**src/rtl/core/qrs_pkg.sv**
```systemverilog
`default_nettype none
package qrs_pkg;
	localparam int W = 32;
	localparam int F = 16;
	localparam int TW = 16;
	localparam int DW = 2 * W + 2;
	localparam int SW = W + 1;
	localparam int NW = W + 2;
	localparam int MW = W + 1;
	localparam int QW = NW + F;
	localparam int QD = 4;
	localparam int QAW = 2;

	typedef enum logic [1:0] {KIND_NONE, KIND_INF, KIND_LIN, KIND_QUAD} kind_t;

	localparam logic [1:0] OUT_NONE = 2'd0;
	localparam logic [1:0] OUT_ONE = 2'd1;
	localparam logic [1:0] OUT_TWO = 2'd2;
	localparam logic [1:0] OUT_INF = 2'd3;

	typedef struct packed {
		kind_t kind;
		logic [W-1:0] a;
		logic [W-1:0] b;
		logic [W-1:0] c;
	} job_t;

	typedef struct packed {
		job_t job;
		logic [DW-1:0] disc;
	} entry_t;

	function automatic logic [W-1:0] mag_w(logic [W-1:0] v);
		return v[W-1] ? ((~v) + {{(W-1){1'b0}}, 1'b1}) : v;
	endfunction
endpackage
`default_nettype wire

```
**src/rtl/core/qrs_fifo.sv**
```systemverilog
`default_nettype none
module qrs_fifo (
	input wire logic clk,
	input wire logic arst_n,
	input wire logic push,
	input wire qrs_pkg::entry_t push_data,
	output logic full,
	input wire logic pop,
	output qrs_pkg::entry_t pop_data,
	output logic empty
);
	qrs_pkg::entry_t mem_q [qrs_pkg::QD];
	logic [qrs_pkg::QAW-1:0] wp_q, rp_q;
	logic [qrs_pkg::QAW:0] cnt_q;
	logic do_pop;

	assign full = cnt_q == (qrs_pkg::QAW+1)'(qrs_pkg::QD);
	assign empty = cnt_q == '0;
	assign do_pop = pop & ~empty;
	assign pop_data = mem_q[rp_q];

	always_ff @(posedge clk or negedge arst_n) begin
		if (!arst_n) begin
			wp_q <= '0;
			rp_q <= '0;
			cnt_q <= '0;
		end else begin
			if (push) wp_q <= wp_q + 1'b1;
			if (do_pop) rp_q <= rp_q + 1'b1;
			if (push && !do_pop) cnt_q <= cnt_q + 1'b1;
			else if (!push && do_pop) cnt_q <= cnt_q - 1'b1;
		end
	end

	always_ff @(posedge clk) begin
		if (push) mem_q[wp_q] <= push_data;
	end
endmodule
`default_nettype wire

```
**config.mk**
```make
export PLATFORM = sky130hd
export DESIGN_NAME = qrs_fifo
export DESIGN_NICKNAME = d
export VERILOG_FILES = /design/src/rtl/core/qrs_pkg.sv /design/src/rtl/core/qrs_fifo.sv
export SDC_FILE = /design/constraint.sdc
export NUM_CORES = 1
export LEC_CHECK = 0
export BUFFER_PORTS_ARGS = -buffer_cell sky130_fd_sc_hd__buf_2
export CAP_MARGIN = 20
export CORE_ASPECT_RATIO = 0.8
export CORE_MARGIN = 2
export CORE_UTILIZATION = 35
export CTS_CLUSTER_DIAMETER = 60
export DETAILED_ROUTE_END_ITERATION = 10
export GPL_TIMING_DRIVEN = 0
export HOLD_SLACK_MARGIN = 0.15
export REMOVE_ABC_BUFFERS = 1
export SLEW_MARGIN = 40
export SYNTH_ARGS = -nofsm -noshare
export SYNTH_HDL_FRONTEND = slang
export SYNTH_SLANG_ARGS = --single-unit
export TNS_END_PERCENT = 1
```
**constraint.sdc**
```tcl
create_clock -name clk -period 5.98 [get_ports clk]
set_clock_uncertainty 0.15 [all_clocks]
set_input_delay 0.299 -clock clk [delete_from_list [all_inputs] [get_ports clk]]
set_output_delay 0.299 -clock clk [all_outputs]
set_load 0.01 [all_outputs]
```
* Word level (Yosys, flattened, before mapping)
Memory sizes are Yosys's and may differ from the RTL's.
Index checks and enable logic that the tools add are counted.
** Operators by class
- Muxes and demuxes :: 4
- Bitwise logic cells :: 2
- Divide/modulo/power cells :: 0
- Equal/unequal tests :: 1
- Reduce and logical (&&, ||, !) cells :: 6
- $mul :: 0
- Shift-type cells :: 0
- $lt $le $gt $ge :: 0
- $add $sub $neg :: 4
** Operators with widths (count)
- 3-bit two-way mux :: 2
- 2-bit by 1-bit adder with 2-bit output (second input constant) :: 2
- 3-bit by 1-bit adder with 3-bit output (second input constant) :: 1
- 3-bit equality test (second input constant) :: 1
- 3-bit zero test :: 1
- 3-bit by 1-bit subtractor with 3-bit output (second input constant) :: 1
- 1-bit logical AND :: 2
- 1-bit zero test :: 2
- 1-bit two-way mux :: 2
- 2-bit nonzero test :: 1
- 1-bit bitwise AND :: 1
- 1-bit NOT :: 1
** Word-level totals
- Output and inout bits :: 166
- Latch bits :: 0
- Word-level logic and storage cells :: 21
- Memories kept :: 1
- Flip-flop bits (word level) :: 7
- Memory bits (read-only) :: 0
- Bits in writable memories :: 656
- Bits of input ports :: 168
** Memory list
- mem_q :: words 4, bits a word 164, rd ports 1, clocked after Yosys merged registers in 0, wr ports 1, RTL line qrs_fifo.sv:12 : qrs_pkg::entry_t mem_q [qrs_pkg::QD];

* Logic depth before layout (Yosys ltp)
- Depth after elaboration :: 6
- Gate-level depth with buffers :: 8
- Gate-level depth less buffers :: 8

* Worst setup path after synthesis
No wires, ideal clock.
- Kind :: reg-to-reg
- Start point :: register wp_q[0] (netlist name)
- End point :: memory mem_q[2][0] (netlist name), enable pin
- Data arrival time :: 4.364 ns
- Period minus slack after synthesis :: 5.057 ns
- Slack :: 0.923 ns
- Cell stages (with the launch flop) :: 4
- Data required time :: 5.287 ns
- Buffers on the path :: 0
- Library setup time :: 0.543 ns
- Cell sequence :: dfrtp_1 -> inv_1 -> ha_1 -> and2_1
** RTL lines
- start: declaration :: RTL line qrs_fifo.sv:13 : logic [qrs_pkg::QAW-1:0] wp_q, rp_q;
- start signal: assignment :: RTL line qrs_fifo.sv:28 : if (push) wp_q <= wp_q + 1'b1;
- end: declaration :: RTL line qrs_fifo.sv:12
Straight into the memory's write port.

==> results.md <==
- Synth area leaders: edfxtp_1 82%, mux4_2 15%, buf_6 0.75%, dfrtp_1 0.73%, buf_2 0.35%
- Critical-path top delay cell: dfrtp_4
- Top cells by instance count after synthesis: 656 x edfxtp_1, 164 x mux4_2, 17 x buf_2
- Pwr Density: 471 mW/mm²
- Largest net degree at the start of global routing: 34
- Remaining DRCs: 0
- Worst Path Arrival: 2740 ps
- Unrepaired setup endpoints after global routing: false
- CTS tree: yes
- Hold_buf cts: 168
- Worst-Margin Slew: 558 ps
- Most numerous cell on the critical path: buf_12
- Cells after DPL: 2135
- Max frequency: 314 MHz
- CP max stage delay: 640 ps
- Rows: 85
- Critical path required time: 5530 ps
- Peak supply drop: 294 µV
- WS Path Type: flop to primary output
- Fillers: 5702
- Post-DP HPWL: 29500 µm
- Ys flop type: edfxtp_1
- Critical path endpoint category: primary output
- CTS root buf: clkbuf_16
- First-pass GRT wire length: 72900 µm
- Multi-input logic area: 0.00391 mm²
- Total track usage: 13.5%
- Sequential share of the synthesized area: 82.5%
- WP buf/inv: 4
- IO buf count: 333
- Post-synth EDFFs: 656
- Power Total: 14600 µW
- Worst hold-check path type: primary input to flop
- Fin crit period: 3190 ps
- Mean Syn Cell Area: 27.0 µm²
- DRT iter0 DRCs: 519
- Area leader, netlist: edfxtp_1
- Crit-path leading delay family: buffers and inverters
- Worst skew pair latency: 610 ps
- Via count: 11300
- Crit share post-route: 53.3%
- Share of layout cells above drive strength 1: 41.4%
- Synthesized cell area: 0.0241 mm²
- Setup ws final: 2790 ps
- Setup Fix Bufs, Post-CTS: 0
- Vias/cell: 4.64
- Leak: 0.0106 µW
- Resize count post-CTS: 0
- Worst slew margin: 62.8%
- Die height: 239 µm
- Clock Sinks: 663
- DRT Pass-1 Iters: 4
- Crit start category: flop
- Critical path cell sequence: buf_12, buf_12, buf_16, mux4_2, buf_2
- Status: completed
- Vias in the first global route: 12600
- Core area: 0.0676 mm²
- Initial antenna violation count: 0
- Die Span X: 297 µm
- Synth Warn #: 0
- Share of flip-flops with an asynchronous set or reset: 1.06%
- Total wire length: 47500 µm
- Max Root-Sink Buffers: 3
- Antenna cells: 0
- Routability congestion estimate: 0.678
- # Max-Cap Violations: 0
- Post-Syn Instances: 892
- Clk pin slew, worst setup/hold paths: 60 ps
- Final net count: 1636
- Gr ovfl total: 0
- Io pins: 334
- Syn-to-layout area delta: 29.3%
- Yosys top cell area share: 81.8%
- Crit path max fanout: 26
- Synth cell types: 20
- Die area: 0.0709 mm²
- Slew Limit Fails: 0
- Routed wire per std cell: 19.6 µm
- Count of final hold-check violations: 0
- Register area: 0.0199 mm²
- Initial core utilization: 35.6%
- Pre-CTS WS: 3340 ps
- H-tree levels: 3
- Finished Layout Cells: 2427
- Most frequent cell after synthesis: edfxtp_1
- Final setup fails: 0
- CTS Buf Count: 70
- Routed Antenna Nets: 0
- Post-synthesis register bit count: 663
sequential cells by signal (all words and copies together), names as in the netlist:
signal,cells
mem_q,656
cnt_q,3
rp_q,2
wp_q,2
placed cells by master, fill, tap and decap left out, types with 2 or more instances in the layout:
cell	instances
and2_4	4
buf_12	32
buf_16	2
buf_2	333
clkbuf_1	16
clkbuf_16	72
clkinv_1	19
clkinv_2	7
clkinv_8	3
dfrtp_1	5
dfrtp_4	2
dlygate4sd3_1	168
edfxtp_1	656
ha_1	5
inv_1	4
inv_16	3
inv_6	3
mux4_2	164
nand2_1	2
xnor2_1	3
xor2_1	3
final timing paths:
path / from / to / slack (ps) / cells after the start
min in group asynchronous: arst_n / cnt_q[2] / 560 / 3
min reg2reg: cnt_q[2] / cnt_q[2] / 330 / 1
max in group asynchronous: arst_n / rp_q[1] / 4840 / 3
max: rp_q[0] / pop_data[10] / 2790 / 5
max reg2reg: wp_q[0] / mem_q[0][142] / 3500 / 6
min: push_data[95] / mem_q[3][95] / 290 / 2
layer usage:
layer  global-route usage [%]  up-vias  routed length [µm]  share of wire [%]
met3                     3.77       77                2850                6.0
met4                     4.25        0                1090                2.3
met5                        0        -                   0                  0
met1                     16.7     5898               19400                 41
met2                     23.1      252               24200                 51
li1                         -     5027                   -                  -
where the power goes:
part	switching, µW	leakage [µW]	internal, µW
Sequential	242	0.00611	6060
Clock	1730	0.00104	2280
Combinational	2250	0.00349	2080
Total	4230	0.0106	10400
cell type report:
class                      count  area share [%]
timing repair buffer         535            13.0
tap                          913            3.67
clock inverter                36           0.872
clock buffer                  88            5.98
multi-input combinational    188            12.6
sequential                   663            63.9
inverter                       4          0.0482
kinds of logic after synthesis:
kind of cell	synth area share (%)
adders and majority gates	0.343
AOI/OAI and AO/OA	0.0208
DFF	82.5
and+or+nand+nor	0.229
buffers and inverters	1.27
muxes	15.4
xor gates and xnor gates	0.218
through the flow:
stage	area, µm²	util, %	setup TNS, ps	hold WS, ps
after floorplan	23800	-	-250180	-147
after global placement	26600	39.3	-2432410	-10.9
after detailed placement	27300	40.4	0	-3.65
after CTS	31100	46.0	0	237
after global routing	31100	46.0	0	262
final	31100	46.0	0	292
No activity file was read; power rests on OpenSTA's default activity.
